[src/hw/rtl/bba_pkg.sv]
// Shared types, codes and constants of the block bitmap allocator.
// No dependencies; imported by every module of the block but bba_ram.
`timescale 1ns / 1ps
`default_nettype none

package bba_pkg;

  // Field and register widths
  localparam int unsigned CFG_W     = 13;
  localparam int unsigned CFG_IDX_W = 2;
  localparam int unsigned BLK_W     = 12;
  localparam int unsigned ST_W      = 3;

  // Bitmap word organization: 32 blocks per memory word
  localparam int unsigned WORD_W  = 32;
  localparam int unsigned WORD_SH = 5;

  // Width of block-number arithmetic (data start, limit up to 8191)
  localparam int unsigned CMP_W = 17;

  // Boot block, super block, one extra inode block and one extra bitmap block
  localparam int unsigned FIXED_META_BLOCKS = 2 + 1 + 1;

  // Parameter defaults
  localparam int unsigned MAX_BLOCKS_DEF       = 4096;
  localparam int unsigned BLOCK_BYTES_DEF      = 1024;
  localparam int unsigned INODES_PER_BLOCK_DEF = 16;

  // Register indexes and reset values
  localparam logic [CFG_IDX_W-1:0] REG_TOTAL_BLOCKS = 2'd0;
  localparam logic [CFG_IDX_W-1:0] REG_LOG_BLOCKS   = 2'd1;
  localparam logic [CFG_IDX_W-1:0] REG_INODE_COUNT  = 2'd2;

  localparam logic [CFG_W-1:0] TOTAL_BLOCKS_RST = 13'd1000;
  localparam logic [CFG_W-1:0] LOG_BLOCKS_RST   = 13'd30;
  localparam logic [CFG_W-1:0] INODE_COUNT_RST  = 13'd200;

  // Result status codes
  typedef enum logic [ST_W-1:0] {
    ST_OK           = 3'd0,
    ST_NO_SPACE     = 3'd1,
    ST_METADATA     = 3'd2,
    ST_RANGE        = 3'd3,
    ST_ALREADY_FREE = 3'd4
  } status_e;

  // Controller to datapath commands
  typedef struct packed {
    logic clear;
    logic load;
    logic div_step;
    logic decide;
    logic scan;
    logic free_chk;
  } bba_cmd_t;

  // Datapath to controller status
  typedef struct packed {
    logic clr_done;
    logic div_done;
    logic fin;
    logic is_free;
  } bba_sts_t;

endpackage

`default_nettype wire

[src/hw/rtl/bba_cdiv.sv]
// Constant divider by reciprocal multiplication, quotient registered on load.
// Depends on bba_pkg.
`timescale 1ns / 1ps
`default_nettype none

module bba_cdiv
  import bba_pkg::*;
#(
  parameter int unsigned DIVISOR = INODES_PER_BLOCK_DEF
) (
  input  wire logic             clk_i,
  input  wire logic             load_i,
  input  wire logic [CFG_W-1:0] dividend_i,
  output logic      [CFG_W-1:0] quotient_o
);

  // A shift of CFG_W plus ceil(log2 DIVISOR) keeps the rounded-up reciprocal
  // exact for every dividend below 2^CFG_W
  localparam int unsigned     SH     = CFG_W + $clog2(DIVISOR);
  localparam int unsigned     PROD_W = SH + CFG_W;
  localparam longint unsigned RECIP  =
    ((64'd1 << SH) + 64'(DIVISOR) - 64'd1) / 64'(DIVISOR);

  logic [PROD_W-1:0] prod_c;
  logic [CFG_W-1:0]  quot_q;

  // Multiply by the reciprocal; the quotient sits above the shift
  assign prod_c = PROD_W'(dividend_i) * PROD_W'(RECIP);

  // Hold the quotient for the rest of the command
  always_ff @(posedge clk_i) begin
    if (load_i) begin
      quot_q <= prod_c[SH +: CFG_W];
    end
  end

  assign quotient_o = quot_q;

endmodule

`default_nettype wire

[src/hw/rtl/bba_dp.sv]
// Datapath of the block bitmap allocator: registers, data-start dividers,
// bitmap word scan and free check. Depends on bba_pkg and bba_cdiv.
`timescale 1ns / 1ps
`default_nettype none

module bba_dp
  import bba_pkg::*;
#(
  parameter int unsigned MAX_BLOCKS       = MAX_BLOCKS_DEF,
  parameter int unsigned BLOCK_BYTES      = BLOCK_BYTES_DEF,
  parameter int unsigned INODES_PER_BLOCK = INODES_PER_BLOCK_DEF,
  localparam int unsigned WORDS = (MAX_BLOCKS + WORD_W - 1) / WORD_W,
  localparam int unsigned AW    = (WORDS > 1) ? $clog2(WORDS) : 1
) (
  input  wire logic                 clk_i,
  input  wire logic                 rst_ni,
  input  wire bba_cmd_t             cmd_i,
  output bba_sts_t                  sts_o,
  input  wire logic                 cfg_valid_i,
  input  wire logic [CFG_IDX_W-1:0] cfg_index_i,
  input  wire logic [CFG_W-1:0]     cfg_data_i,
  input  wire logic                 action_i,
  input  wire logic [BLK_W-1:0]     block_number_i,
  output logic      [BLK_W-1:0]     granted_block_o,
  output logic      [ST_W-1:0]      status_o,
  output logic                      ram_we_o,
  output logic      [AW-1:0]        ram_waddr_o,
  output logic      [WORD_W-1:0]    ram_wdata_o,
  output logic                      ram_re_o,
  output logic      [AW-1:0]        ram_raddr_o,
  input  wire logic [WORD_W-1:0]    ram_rdata_i
);

  localparam int unsigned OFF_W     = WORD_SH;

  // Lowest set bit of a bitmap word
  function automatic logic [OFF_W-1:0] lowest_one(input logic [WORD_W-1:0] v);
    logic [OFF_W-1:0] idx;
    idx = '0;
    for (int i = WORD_W - 1; i >= 0; i--) begin
      if (v[i]) begin
        idx = OFF_W'(i);
      end
    end
    return idx;
  endfunction

  // Configuration registers
  logic [CFG_W-1:0] total_q, log_q, inode_q;

  // Item registers
  logic             action_q;
  logic [BLK_W-1:0] block_q;
  logic [CMP_W-1:0] limit_q;

  // Scan registers
  logic [AW-1:0]    clr_ptr_q;
  logic [AW-1:0]    rd_word_q;
  logic [AW-1:0]    chk_word_q;
  logic [AW-1:0]    start_word_q;
  logic [AW-1:0]    last_word_q;
  logic [OFF_W-1:0] lo_off_q;
  logic [OFF_W-1:0] hi_off_q;
  logic [OFF_W-1:0] free_off_q;

  // Result registers
  logic [BLK_W-1:0] granted_q;
  status_e          status_q;

  logic [CFG_W-1:0] inode_quot, total_quot;
  logic [CMP_W-1:0] start_c, lim_m1_c, blk_c, grant_c;
  logic [AW-1:0]    start_word_c, free_word_c;
  logic             decide_fin;
  status_e          decide_st;
  logic [WORD_W-1:0] mask_c, cand_c, wr_word_c;
  logic [OFF_W-1:0] hit_off_c;
  logic             hit_c, scan_fin;
  logic             free_used_c;

  // Constant dividers for the inode and bitmap area sizes
  bba_cdiv #(
    .DIVISOR (INODES_PER_BLOCK)
  ) u_inode_div (
    .clk_i      (clk_i),
    .load_i     (cmd_i.load),
    .dividend_i (inode_q),
    .quotient_o (inode_quot)
  );

  bba_cdiv #(
    .DIVISOR (BLOCK_BYTES * 8)
  ) u_bitmap_div (
    .clk_i      (clk_i),
    .load_i     (cmd_i.load),
    .dividend_i (total_q),
    .quotient_o (total_quot)
  );

  // First data block and range checks
  always_comb begin
    start_c      = CMP_W'(FIXED_META_BLOCKS) + CMP_W'(log_q)
                 + CMP_W'(inode_quot) + CMP_W'(total_quot);
    lim_m1_c     = limit_q - CMP_W'(1);
    blk_c        = CMP_W'(block_q);
    start_word_c = start_c[WORD_SH +: AW];
    free_word_c  = blk_c[WORD_SH +: AW];
    decide_fin   = 1'b0;
    decide_st    = ST_OK;
    if (!action_q) begin
      if (start_c >= limit_q) begin
        decide_fin = 1'b1;
        decide_st  = ST_NO_SPACE;
      end
    end else if (blk_c < start_c) begin
      decide_fin = 1'b1;
      decide_st  = ST_METADATA;
    end else if (blk_c >= limit_q) begin
      decide_fin = 1'b1;
      decide_st  = ST_RANGE;
    end
  end

  // Candidate free blocks in the word under check
  always_comb begin
    mask_c = '1;
    if (chk_word_q == start_word_q) begin
      mask_c = mask_c & ({WORD_W{1'b1}} << lo_off_q);
    end
    if (chk_word_q == last_word_q) begin
      mask_c = mask_c & ({WORD_W{1'b1}} >> (OFF_W'(WORD_W - 1) - hi_off_q));
    end
    cand_c      = ~ram_rdata_i & mask_c;
    hit_c       = |cand_c;
    hit_off_c   = lowest_one(cand_c);
    scan_fin    = hit_c || (chk_word_q == last_word_q);
    grant_c     = CMP_W'({chk_word_q, hit_off_c});
    free_used_c = ram_rdata_i[free_off_q];
    wr_word_c   = cmd_i.scan ? (ram_rdata_i | (WORD_W'(1) << hit_off_c))
                             : (ram_rdata_i & ~(WORD_W'(1) << free_off_q));
  end

  // Memory port selection
  always_comb begin
    ram_we_o    = 1'b0;
    ram_waddr_o = chk_word_q;
    ram_wdata_o = wr_word_c;
    ram_re_o    = 1'b0;
    ram_raddr_o = rd_word_q;
    if (cmd_i.clear) begin
      ram_we_o    = 1'b1;
      ram_waddr_o = clr_ptr_q;
      ram_wdata_o = '0;
    end else if (cmd_i.scan) begin
      ram_we_o = hit_c;
      ram_re_o = 1'b1;
    end else if (cmd_i.free_chk) begin
      ram_we_o = free_used_c;
    end else if (cmd_i.decide && !decide_fin) begin
      ram_re_o    = 1'b1;
      ram_raddr_o = action_q ? free_word_c : start_word_c;
    end
  end

  // Status to the controller
  always_comb begin
    sts_o.clr_done = cmd_i.clear && (clr_ptr_q == AW'(WORDS - 1));
    sts_o.div_done = cmd_i.div_step;
    sts_o.fin      = (cmd_i.decide && decide_fin) || (cmd_i.scan && scan_fin)
                   || cmd_i.free_chk;
    sts_o.is_free  = action_q;
  end

  // Configuration registers
  always_ff @(posedge clk_i or negedge rst_ni) begin
    if (!rst_ni) begin
      total_q <= TOTAL_BLOCKS_RST;
      log_q   <= LOG_BLOCKS_RST;
      inode_q <= INODE_COUNT_RST;
    end else if (cfg_valid_i) begin
      if (cfg_index_i == REG_TOTAL_BLOCKS) begin
        total_q <= cfg_data_i;
      end
      if (cfg_index_i == REG_LOG_BLOCKS) begin
        log_q <= cfg_data_i;
      end
      if (cfg_index_i == REG_INODE_COUNT) begin
        inode_q <= cfg_data_i;
      end
    end
  end

  // Clear pointer
  always_ff @(posedge clk_i or negedge rst_ni) begin
    if (!rst_ni) begin
      clr_ptr_q <= '0;
    end else begin
      if (cmd_i.clear) begin
        clr_ptr_q <= clr_ptr_q + AW'(1);
      end
    end
  end

  // Latch the item, set up and advance the scan
  always_ff @(posedge clk_i) begin
    if (cmd_i.load) begin
      action_q <= action_i;
      block_q  <= block_number_i;
      limit_q  <= (CMP_W'(total_q) > CMP_W'(MAX_BLOCKS)) ? CMP_W'(MAX_BLOCKS)
                                                         : CMP_W'(total_q);
    end
    if (cmd_i.decide) begin
      start_word_q <= start_word_c;
      last_word_q  <= lim_m1_c[WORD_SH +: AW];
      lo_off_q     <= start_c[OFF_W-1:0];
      hi_off_q     <= lim_m1_c[OFF_W-1:0];
      free_off_q   <= block_q[OFF_W-1:0];
      chk_word_q   <= action_q ? free_word_c : start_word_c;
      rd_word_q    <= start_word_c + AW'(1);
    end else if (cmd_i.scan) begin
      chk_word_q <= rd_word_q;
      rd_word_q  <= rd_word_q + AW'(1);
    end
  end

  // Result registers
  always_ff @(posedge clk_i) begin
    if (cmd_i.decide && decide_fin) begin
      granted_q <= '0;
      status_q  <= decide_st;
    end else if (cmd_i.scan && scan_fin) begin
      granted_q <= hit_c ? grant_c[BLK_W-1:0] : '0;
      status_q  <= hit_c ? ST_OK : ST_NO_SPACE;
    end else if (cmd_i.free_chk) begin
      granted_q <= '0;
      status_q  <= free_used_c ? ST_OK : ST_ALREADY_FREE;
    end
  end

  assign granted_block_o = granted_q;
  assign status_o        = status_q;

endmodule

`default_nettype wire
[config.mk]
export PLATFORM = sky130hd
export DESIGN_NAME = bba_dp
export DESIGN_NICKNAME = d
export VERILOG_FILES = /design/src/hw/rtl/bba_pkg.sv /design/src/hw/rtl/bba_cdiv.sv /design/src/hw/rtl/bba_dp.sv
export SDC_FILE = /design/constraint.sdc
export NUM_CORES = 1
export LEC_CHECK = 0
export BUFFER_PORTS_ARGS = -buffer_cell sky130_fd_sc_hd__buf_2
export CAP_MARGIN = 20
export CORE_AREA = 4 4 145 147
export DETAILED_ROUTE_END_ITERATION = 8
export DIE_AREA = 0 0 149 151
export PLACE_DENSITY = 0.78
export SLEW_MARGIN = 20
export SYNTH_ARGS = -nofsm -noshare
export SYNTH_HDL_FRONTEND = slang
export SYNTH_HIERARCHICAL = 1
export SYNTH_SLANG_ARGS = --single-unit
[constraint.sdc]
create_clock -name clk_i -period 5.4 [get_ports clk_i]
set_input_delay 0.54 -clock clk_i [delete_from_list [all_inputs] [get_ports clk_i]]
set_output_delay 0.54 -clock clk_i [all_outputs]
set_load 0.01 [all_outputs]
Word-level counts from Yosys, hierarchy flattened --
Index checks and enable logic that the tools add are counted.
Storage, ports and cells: register bits after elaboration 139, input port bits 69, logic and storage cells 131
Cells by class: add/sub/neg operators 7, order comparisons 5, eq/ne operators 5, shift-type cells 4, mux-type cells 71, bitwise operators 6, reductions and logical operators 16
Operator list (number):
- 5-bit 2-to-1 mux | 32
- 32-bit 2-to-1 mux | 4
- 32-bit AND | 3
- 7-bit 2-to-1 mux | 10
- 32-bit NOT | 2
- 1-bit by 5-bit << shifter with 32-bit output (first input constant) | 2
- 12-bit 2-to-1 mux | 3
- 32-bit bitwise OR | 1
- 32-bit OR reduction | 1
- 32-bit by 5-bit << shifter with 32-bit output (first input constant) | 1
- 32-bit by 5-bit >> shifter with 32-bit output (first input constant) | 1
- 7-bit by 1-bit adder with 7-bit output (second input constant) | 3
- 14-bit by 9-bit adder with 15-bit output | 1
- 15-bit by 13-bit greater-or-equal comparator with 1-bit output | 1
- 12-bit by 15-bit < comparator with 1-bit output | 1
- 3-bit 2-to-1 mux | 5
- 3-bit by 13-bit adder with 14-bit output (first input constant) | 1
- 7-bit equality test | 2
- 1-bit 2-to-1 mux | 14
- 12-bit by 13-bit greater-or-equal comparator with 1-bit output | 1
- 13-bit > comparator (second input constant) | 1
- 12-bit by 1-bit subtractor with 12-bit output (second input constant) | 1
- 7-bit equality test (second input constant) | 1
- 5-bit by 6-bit < comparator with 1-bit output (second input constant) | 1
- other kinds (12) | 21

Depth between registers and ports, before layout --
Gate-level depths: netlist of the first run.
word-level depth 41, mapped depth 22

By module --
The synthesis of the first run kept the hierarchy.
Modules (own cells, without submodules):
- bba_dp | times used 1, cells each 1012, area each 10172.3 sq um, sequential area each 3569.7 sq um
- bba_cdiv at u_inode_div | times used 1, cells each 14, area each 304.0 sq um, sequential area each 270.3 sq um
- bba_cdiv at u_bitmap_div | times used 1, cells each 14, area each 101.3 sq um, sequential area each 0.0 sq um

Least setup slack after synthesis of the first run --
OpenSTA, ideal clock, no wires.
path kind register -> output, start register log_q[2], end output ram_raddr_o[0], data arrival time 5249 ps, data required time 4860 ps, slack -389 ps, stages on the path, launching flop included 22, buffers on the path 0, cells stage by stage dfstp_2 > inv_1 > ha_1 > inv_1 > fa_1 > ha_1 > fa_1 > a21o_1 > a21oi_1 > o21bai_1 > a2111oi_0 > nor2_1 > xor2_1 > inv_1 > ha_1 > and4_1 > a221o_1 > a21oi_1 > or3_1 > nor3_2 > o211ai_1 > mux2_2
On the way: word-level cells in the longest chain between the ends 11
RTL lines:
- start, declared | RTL line bba_dp.sv:49 | logic [CFG_W-1:0] total_q, log_q, inode_q;
- start signal, assigned | RTL line bba_dp.sv:184 | log_q <= cfg_data_i;
- 3-bit by 13-bit adder with 14-bit output (*) | RTL line bba_dp.sv:101 | start_c = CMP_W'(FIXED_META_BLOCKS) + CMP_W'(log_q)
- 14-bit by 9-bit adder with 15-bit output (*) | RTL line bba_dp.sv:102 | + CMP_W'(inode_quot) + CMP_W'(total_quot);
- named net start_c[10] | RTL line bba_dp.sv:71 | logic [CMP_W-1:0] start_c, lim_m1_c, blk_c, grant_c;
- 15-bit by 13-bit greater-or-equal comparator with 1-bit output or 12-bit by 15-bit < comparator with 1-bit output (tied branches) | RTL line bba_dp.sv:110, bba_dp.sv:114
- 1-bit 2-to-1 mux (on tied branches) | RTL line bba_dp.sv:110, bba_dp.sv:114
- 1-bit 2-to-1 mux (*) | RTL line bba_dp.sv:109 | if (!action_q) begin
- 1-bit zero test (*) | RTL line bba_dp.sv:158 | end else if (cmd_i.decide && !decide_fin) begin
- 1-bit logical AND (*) | RTL line bba_dp.sv:158
- 7-bit 2-to-1 mux (*) | RTL line bba_dp.sv:158
- 7-bit 2-to-1 mux (*) | RTL line bba_dp.sv:156 | end else if (cmd_i.free_chk) begin
- 7-bit 2-to-1 mux (*) | RTL line bba_dp.sv:153 | end else if (cmd_i.scan) begin
- 7-bit 2-to-1 mux (*) | RTL line bba_dp.sv:149 | if (cmd_i.clear) begin
- end, declared | RTL line bba_dp.sv:30 | output logic [AW-1:0] ram_raddr_o,
Mark *: on every way through the listed nets, which the timed path passes. The rest lies on a longest branch.

Final worst setup path of the first run --
start register log_q[2], end output ram_raddr_o[5]
On the way: word-level cells in the longest chain between the ends 11
RTL lines (RTL line):
- 3-bit by 13-bit adder with 14-bit output (*) | bba_dp.sv:101
- 14-bit by 9-bit adder with 15-bit output (*) | bba_dp.sv:102
- named net start_c[10] | bba_dp.sv:71
- 15-bit by 13-bit greater-or-equal comparator with 1-bit output or 12-bit by 15-bit < comparator with 1-bit output (tied branches) | bba_dp.sv:110, bba_dp.sv:114
- 1-bit 2-to-1 mux (on tied branches) | bba_dp.sv:110, bba_dp.sv:114
- 1-bit 2-to-1 mux | bba_dp.sv:109
- 1-bit zero test | bba_dp.sv:158
- 1-bit logical AND | bba_dp.sv:158
- 7-bit 2-to-1 mux (*) | bba_dp.sv:158
- 7-bit 2-to-1 mux (*) | bba_dp.sv:156
- 7-bit 2-to-1 mux (*) | bba_dp.sv:153
- 7-bit 2-to-1 mux (*) | bba_dp.sv:149
Marks and branches as above.

==> results_dict.tcl, run 1 <==
set metrics [dict create \
    htree_levels 4 \
    antennaDiodeCount 0 \
    rsz0062_at_grt "true" \
    dpl.cell_count 1409 \
    dp_hpwl_mm 23.8 \
    critPathKind "flip-flop to primary output" \
    worstPathCellList "inv_2 -> ha_4 -> inv_2 -> fa_1 -> ha_2 -> fa_2 -> a21o_1 -> a21oi_2 -> o21bai_2 -> a2111oi_4 -> nor2_1 -> xor2_1 -> inv_1 -> ha_4 -> and4_1 -> a221o_1 -> a21oi_1 -> or3_4 -> nor3_4 -> o211ai_1 -> buf_4 -> mux2_4 -> buf_6" \
    grt_pass1_vias 8971 \
    clockBufferDepth 2 \
    rows 52 \
    syn_to_final_growth_pct 16.3 \
    grt_max_degree 53 \
    violations "setup timing" \
    postSynthCellCount 1032 \
    portBuffers 133 \
    start_kind "flip-flop" \
    critPathBufInv 5 \
    p_leak_nw 5.08 \
    dr.pass1.iters 5 \
    netlist_area_um2 10400 \
    root_buffer "clkbuf_16" \
    ios 136 \
    fillCellCount 1617 \
    antenna_found_initial 0 \
    hold_class "input pin to flip-flop" \
    relSlewSlack 0.316 \
    worstRegToRegCells 20 \
    ys_warn_count 6 \
    powerDensity_nw_per_um2 487 \
    drc 0 \
    fin_skew_ns 0.0103 \
    core_area_um2 19900 \
    grt_pass1_wl_mm 49.9 \
    end_kind "primary output" \
    num_vias 9111 \
    hold_depth 1 \
    slowest_delay_ns 0.54 \
    clkTransAtPathRegs_ns 0.06 \
    cp_top_family "adder cells" \
    setup_viol 9 \
    cp_slowest_cell "dfstp_2" \
    clk_latency_ns 0.43 \
    design_area_um2 12100 \
    clkSinkCount 135 \
    regArea_um2 3740 \
    period_share 1.09 \
    wire_per_inst_um 22.3 \
    critical_path_arrival_ns 5.36 \
    fin_crit_ns 5.90 \
    gr-total-overflow 0 \
    fin_ws_ns -0.500 \
    grt_usage 0.287 \
    cts_buffers 17 \
    nets 1311 \
    outcome "complete, but fails checks" \
    via_per_inst 6.29 \
    drive_above_1_share 0.295 \
    fin_tns_setup_ns -4.00 \
    reg2reg_setup_slack_ns 0.30 \
    pre_cts_slack_ns -0.233 \
    holdPathEnd "block_q[4]" \
    timing.rr.start "log_q[2]" \
    fmax_mhz 169 \
    die_w_um 149 \
    final_cell_mix "buf_2, edfxtp_1, nand2_1" \
    slew_viol_final 0 \
    cp.required_ns 4.86 \
    multi_input_comb_area_um2 6260 \
    worstHoldStart "block_number_i[4]" \
    cp_max_fo 7 \
    synth.avg_cell_area_um2 10.1 \
    ant_nets 0 \
    cts_tree "yes" \
    hold_buffers 0 \
    die_h_um 151 \
    utilization 0.610 \
    placed_area_um2 11300 \
    start_util 0.524 \
    gp_congestion 0.990 \
    finalHoldViolations 0 \
    drt-total-wl_mm 32.3 \
    cap_violations 0 \
    tightest_slew_ns 1.02 \
    instances_no_fill 1448 \
    die-area_um2 22500 \
    final_common_cell "buf_2" \
    peakVddDrop_mv 0.292 \
    drt_iter0_drc 704 \
    r2r_end "status_o[1]" \
]
-- layer usage --
metal / vias to the layer above / share of wire / global-route usage
met2: 512 / 0.47 / 0.478
met5: - / 0 / 0
met1: 4354 / 0.40 / 0.366
met4: 0 / 0.047 / 0.132
met3: 120 / 0.083 / 0.0500
li1: 4125 / - / -
-- power by group --
group / internal, W / leakage (nW) / switching (W)
sequential: 0.00144 / 1.39 / 0.000269
combinational: 0.00134 / 3.38 / 0.00165
clock: 0.000770 / 0.302 / 0.000451
-- through the flow --
stage	total power (W)	hold WS (ns)
after floorplan	0.00348	0.244
after detailed placement	0.00438	0.432
after CTS	0.00579	0.278
after global placement	0.00430	0.426
after global routing	0.00627	0.272
final	0.00591	0.285
-- timing repair --
| item | 4_1_cts | 5_1_grt |
|---|---|---|
| hold endpoints to repair | 0 | 0 |
| setup endpoints to repair | 9 | 26 |
| pin swaps | 14 | 15 |
| setup buffers | 7 | 2 |
| gates resized for setup | 15 | 4 |
-- sequential cells by signal, summed over array words and instances (netlist names) --
name / count
start_word_q: 7
free_off_q: 5
total_q: 13
status_o: 3
granted_block_o: 12
last_word_q: 7
block_q: 12
lo_off_q: 5
limit_q: 13
log_q: 13
hi_off_q: 5
inode_q: 9
action_q: 1
chk_word_q: 7
rd_word_q: 7
u_inode_div/quotient_o: 9
clr_ptr_q: 7
-- worst max-delay path by stage --
stage                        start             end  slack [ns]  depth (start not counted)
after floorplan           log_q[2]  ram_raddr_o[0]       -0.27                         21
after global placement    log_q[2]  ram_raddr_o[3]       -0.09                         23
after detailed placement  log_q[2]  ram_raddr_o[5]       -0.23                         23
after CTS                 log_q[2]  ram_raddr_o[5]       -0.57                         23
after global routing      log_q[2]  ram_raddr_o[4]       -0.80                         23
final                     log_q[2]  ram_raddr_o[5]       -0.50                         23
-- area by class of cell --
class	count	share of cell area
Tap cell	270	0.0278
Clock inverter	10	0.0119
Inverter	52	0.0161
Timing Repair Buffer	171	0.0814
Sequential cell	135	0.308
Clock buffer	22	0.0392
Multi-Input combinational cell	788	0.516
Power figures use the tool's default switching activity.
==> run 2: changes to the inputs <==
CORE_AREA = 4 4 157 159   (was 4 4 145 147)
DIE_AREA = 0 0 161 163   (was 0 0 149 151)
PLACE_DENSITY = 0.68   (was 0.78)
==> run 2 against run 1 <==
The run still ends with setup timing left; final area rose by 1.4%; core utilization decreased by 8.1 points; critical path depth is the same; clock skew is 0.00095 ns higher; first-iteration DRC count up 26%; combinational power grew 3%; final cell count up 4.4%; sequential power about the same; routed wire length grew 0.85%; sequential cell count did not move.
==> results_dict.tcl, run 2 (same netlist as run 1, synthesis figures left out) <==
set metrics [dict create \
    slowest_delay_ns 0.53 \
    wire_per_inst_um 21.6 \
    dp_hpwl_mm 24.7 \
    cap_violations 0 \
    tightest_slew_ns 1.12 \
    cts_buffers 17 \
    fin_skew_ns 0.0113 \
    end_kind "primary output" \
    drc 0 \
    portBuffers 133 \
    peakVddDrop_mv 0.263 \
    clkSinkCount 135 \
    final_common_cell "buf_2" \
    setup_viol 9 \
    grt_max_degree 53 \
    slew_viol_final 0 \
    syn_to_final_growth_pct 17.9 \
    hold_class "input pin to async pin" \
    cp_slowest_cell "dfstp_2" \
    via_per_inst 5.96 \
    finalHoldViolations 0 \
    largestRegisters "limit_q (13), log_q (13), total_q (13)" \
    p_leak_nw 5.14 \
    fin_tns_setup_ns -5.47 \
    fin_ws_ns -0.644 \
    ios 136 \
    dr.pass1.iters 6 \
    grt_pass1_vias 9043 \
    htree_levels 4 \
    grt_usage 0.245 \
    critPathKind "flip-flop to primary output" \
    placed_area_um2 11400 \
    violations "setup timing" \
    drt_iter0_drc 886 \
    cp.required_ns 4.86 \
    start_util 0.448 \
    cp_max_fo 7 \
    cts_tree "yes" \
    ant_nets 0 \
    relSlewSlack 0.248 \
    clk_latency_ns 0.41 \
    antennaDiodeCount 0 \
    rows 56 \
    core_area_um2 23300 \
    grt_pass1_wl_mm 50.6 \
    clockBufferDepth 2 \
    design_area_um2 12300 \
    antenna_found_initial 0 \
    powerDensity_nw_per_um2 487 \
    hold_buffers 0 \
    outcome "complete, but fails checks" \
    die_h_um 163 \
    nets 1325 \
    drt-total-wl_mm 32.6 \
    root_buffer "clkbuf_16" \
    num_vias 9007 \
    rsz0062_at_grt "true" \
    worstPathCellList "inv_2 -> ha_4 -> inv_2 -> fa_1 -> ha_2 -> fa_2 -> a21o_1 -> a21oi_2 -> o21bai_1 -> a2111oi_2 -> nor2_1 -> xor2_1 -> inv_1 -> ha_4 -> and4_1 -> a221o_1 -> a21oi_2 -> or3_4 -> nor3_4 -> o211ai_1 -> buf_4 -> mux2_4 -> buf_6" \
    die_w_um 161 \
    utilization 0.529 \
    gr-total-overflow 0 \
    gp_congestion 0.993 \
    fmax_mhz 165 \
    fin_crit_ns 6.04 \
    die-area_um2 26200 \
    drive_above_1_share 0.306 \
    critical_path_arrival_ns 5.50 \
    final_cell_mix "buf_2, edfxtp_1, nand2_1" \
    whs_ns 0.125 \
    clkTransAtPathRegs_ns 0.06 \
    period_share 1.12 \
    start_kind "flip-flop" \
]
==> run 2: where the power goes <==
part	switching, W	internal (W)
logic	0.00163	0.00144
registers	0.000282	0.00144
clock network	0.000463	0.000725
total	0.00238	0.00361
==> run 2: path summary, 6_finish.rpt <==
kind                            slack (ns)         startpoint  cells past startpoint                        end
min in group clk_i                    0.30  block_number_i[5]                      1                 block_q[5]
worst max register to register        0.08           log_q[2]                     29               rd_word_q[6]
worst min register to register        0.44         inode_q[9]                      0  u_inode_div/quotient_o[5]
worst max-delay path                 -0.64           log_q[2]                     23             ram_raddr_o[3]
worst min-delay path                  0.13             rst_ni                      1                  log_q[12]
max in group asynchronous             4.88             rst_ni                      1                 inode_q[5]
==> run 2: critical path: cells and delay by family (launching register included) <==
| family | cells | cell delay [ns] |
|---|---|---|
| buffers and inverters | 5 | 0.53 |
| and+or+nand+nor | 4 | 0.85 |
| DFF | 1 | 0.53 |
| muxes | 1 | 0.31 |
| xor gates and xnor gates | 1 | 0.25 |
| AOI/OAI and AO/OA | 7 | 1.10 |
| adders and majority gates | 5 | 1.52 |
==> run 2: per-layer routing <==
metal	up-vias	share of wire	track usage	wire, um
met5	-	0	0	0
met4	0	0.045	0.112	1460
met3	92	0.079	0.0481	2580
met2	450	0.47	0.404	15300
met1	4297	0.41	0.314	13300
li1	4168	-	-	-
==> run 2: repair_timing <==
item,in CTS,in global routing
cloned,0,0
setup buffers,21,4
endpoints found under the setup margin,9,27
resized for setup,15,8
pin swaps,17,10
==> run 2: layout make-up <==
type	instances	area [um2]
Clock inverter	12	139
Inverter	52	195
Fill cell	2107	11000
Sequential cell	135	3740
Tap cell	319	399
Clock buffer	20	467
Multi-Input combinational cell	788	6250
Timing Repair Buffer	185	1110
==> run 2: per-stage QoR <==
step           instances  power [W]  worst slack, ns
6_report            1511    0.00599           -0.644
3_5_place_dp        1461    0.00439           -0.283
5_1_grt             1511    0.00638           -0.895
3_3_place_gp        1461    0.00433           -0.115
2_1_floorplan       1047    0.00348           -0.270
4_1_cts             1514    0.00595           -0.644
==> run 3: changes to the inputs <==
PLACE_DENSITY = 0.65   (was 0.68)
SKIP_LAST_GASP = 1   (was not set)
TNS_END_PERCENT = 100   (was not set)
clock period = 7.2 ns   (was 5.4 ns; I/O delays follow)
==> run 3 against run 2 <==
The run now ends clean; first-iteration DRC count decreased by 9.0%; register-to-register slack gained 1.1 ns; sequential share of layout area is 1.5 points higher; global-route usage shrank 0.48 points; clock skew increased by 0.00084 ns.
==> results_dict.tcl, run 3 (same netlist as run 1, synthesis figures left out) <==
set metrics [dict create \
    instances_no_fill 1466 \
    start_util 0.448 \
    gp_congestion 1.04 \
    end_kind "primary output" \
    grt_pass1_wl_mm 49.7 \
    dr.pass1.iters 5 \
    p_clk_frac 0.210 \
    final_cell_mix "buf_2, edfxtp_1, nand2_1" \
    wl_met3_mm 2.57 \
    drc 0 \
    cts_tree "yes" \
    dp_hpwl_mm 24.4 \
    antennaDiodeCount 0 \
    slew_viol_final 0 \
    fin_tns_setup_ns 0 \
    core_area_um2 23300 \
    clkTransAtPathRegs_ns 0.06 \
    rows 56 \
    cts_buffers 17 \
    critPathKind "flip-flop to primary output" \
    tightest_slew_ns 1.08 \
    grt_usage 0.240 \
    clockBufferDepth 2 \
    total_power_w 0.00395 \
    largestRegisters "limit_q (13), log_q (13), total_q (13)" \
    cap_violations 0 \
    hold_class "flip-flop to flip-flop" \
    fillCellCount 2194 \
    period_share 0.946 \
    powerDensity_nw_per_um2 337 \
    nets 1280 \
    die_h_um 163 \
    peakVddDrop_mv 0.211 \
    gr-total-overflow 0 \
    switchingPower_w 0.00164 \
    ant_nets 0 \
    die_w_um 161 \
    die-area_um2 26200 \
    p_leak_nw 4.83 \
    cp_max_fo 7 \
    p_int_w 0.00232 \
    final_common_cell "buf_2" \
    root_buffer "clkbuf_16" \
    clkSinkCount 135 \
    utilization 0.505 \
    drive_above_1_share 0.264 \
    outcome "finished, final reports clean" \
    fmax_mhz 147 \
    ios 136 \
    pre_cts_slack_ns 0.516 \
    start_kind "flip-flop" \
    htree_levels 4 \
    critical_path_arrival_ns 6.09 \
    wl_met1_mm 13.5 \
    portBuffers 133 \
    slowest_delay_ns 0.53 \
    cp.required_ns 6.48 \
    dpl.cell_count 1433 \
    drt-total-wl_mm 31.6 \
    antenna_found_initial 0 \
    via_per_inst 5.96 \
    drt_iter0_drc 806 \
    seqPwrFrac 0.328 \
    worstPathCellList "inv_1 -> ha_1 -> inv_1 -> fa_1 -> ha_1 -> fa_1 -> a21o_1 -> a21oi_1 -> o21bai_1 -> a2111oi_1 -> nor2_1 -> xor2_1 -> inv_1 -> ha_1 -> and4_1 -> a221o_1 -> a21oi_1 -> or3_1 -> nor3_2 -> o211ai_1 -> buf_4 -> mux2_2 -> buf_2" \
    finalHoldViolations 0 \
    dr.max_layer_used "met4" \
    fin_crit_ns 6.81 \
    p_sw_frac 0.414 \
    fin_ws_ns 0.391 \
    dr_wl_met2_mm 14.4 \
    clk_latency_ns 0.42 \
    relSlewSlack 0.277 \
    grt_pass1_vias 8721 \
    hold_buffers 0 \
    cp_slowest_cell "dfstp_2" \
    num_vias 8744 \
    fin_skew_ns 0.0121 \
    setup_viol 0 \
    p_comb_frac 0.462 \
    syn_to_final_growth_pct 12.5 \
    grt_max_degree 53 \
    wire_per_inst_um 21.5 \
]
[run 3: metrics by stage]
| step | hold WS (ns) | area, um2 |
|---|---|---|
| 6_report | 0.443 | 11700 |
| 3_5_place_dp | 0.431 | 11200 |
| 2_1_floorplan | 0.419 | 10500 |
| 5_1_grt | 0.456 | 11700 |
| 3_3_place_gp | 0.428 | 11200 |
| 4_1_cts | 0.446 | 11700 |
[run 3: metal layers]
metal / up-vias / global-route usage
met5: - / 0
met4: 0 / 0.0934
met3: 67 / 0.0478
met2: 416 / 0.385
met1: 4186 / 0.323
li1: 4075 / -
[run 3: what timing repair did]
action / CTS / global route
buffers inserted: 0 / 1
setup endpoints to repair: 0 / 7
resized for setup: 0 / 1
hold endpoints to repair: 0 / 0
[run 3: power groups by stage]
stage | clock network (W) | registers, W | logic (W)
global route | 0.000881 | 0.00132 | 0.00205
CTS | 0.000843 | 0.00129 | 0.00181
finish | 0.000831 | 0.00130 | 0.00183
detailed placement | 0 | 0.00131 | 0.00179
global placement | 0 | 0.00131 | 0.00178
floorplan | 0 | 0.00119 | 0.00139
[run 3: layout make-up]
class / count / area [um2] / area share
multi-input cells: 788 / 6130 / 0.523
repair buffers: 140 / 718 / 0.0612
inverters: 52 / 195 / 0.0166
well taps: 319 / 399 / 0.0340
clock inverters: 12 / 118 / 0.0100
clock buffers: 20 / 437 / 0.0372
flip-flops and latches: 135 / 3740 / 0.318
[run 3: worst paths after layout]
kind / end / depth (start not counted) / from / slack, ns
min in group asynchronous: log_q[12] / 1 / rst_ni / 0.47
setup reg to reg: status_o[2] / 21 / log_q[2] / 1.21
hold reg to reg: u_inode_div/quotient_o[8] / 0 / inode_q[12] / 0.44
setup / recovery: ram_raddr_o[0] / 23 / log_q[2] / 0.39
hold / removal: u_inode_div/quotient_o[8] / 0 / inode_q[12] / 0.44
max in group asynchronous: log_q[5] / 1 / rst_ni / 6.12
[run 3: worst max-delay path, delay by kind of cell (launching register included)]
kind	cells	cell delay [ns]
muxes	1	0.34
buffers and inverters	5	0.58
xor gates and xnor gates	1	0.32
DFF	1	0.53
adders and majority gates	5	1.64
and+or+nand+nor	4	0.59
AOI/OAI and AO/OA	7	1.66
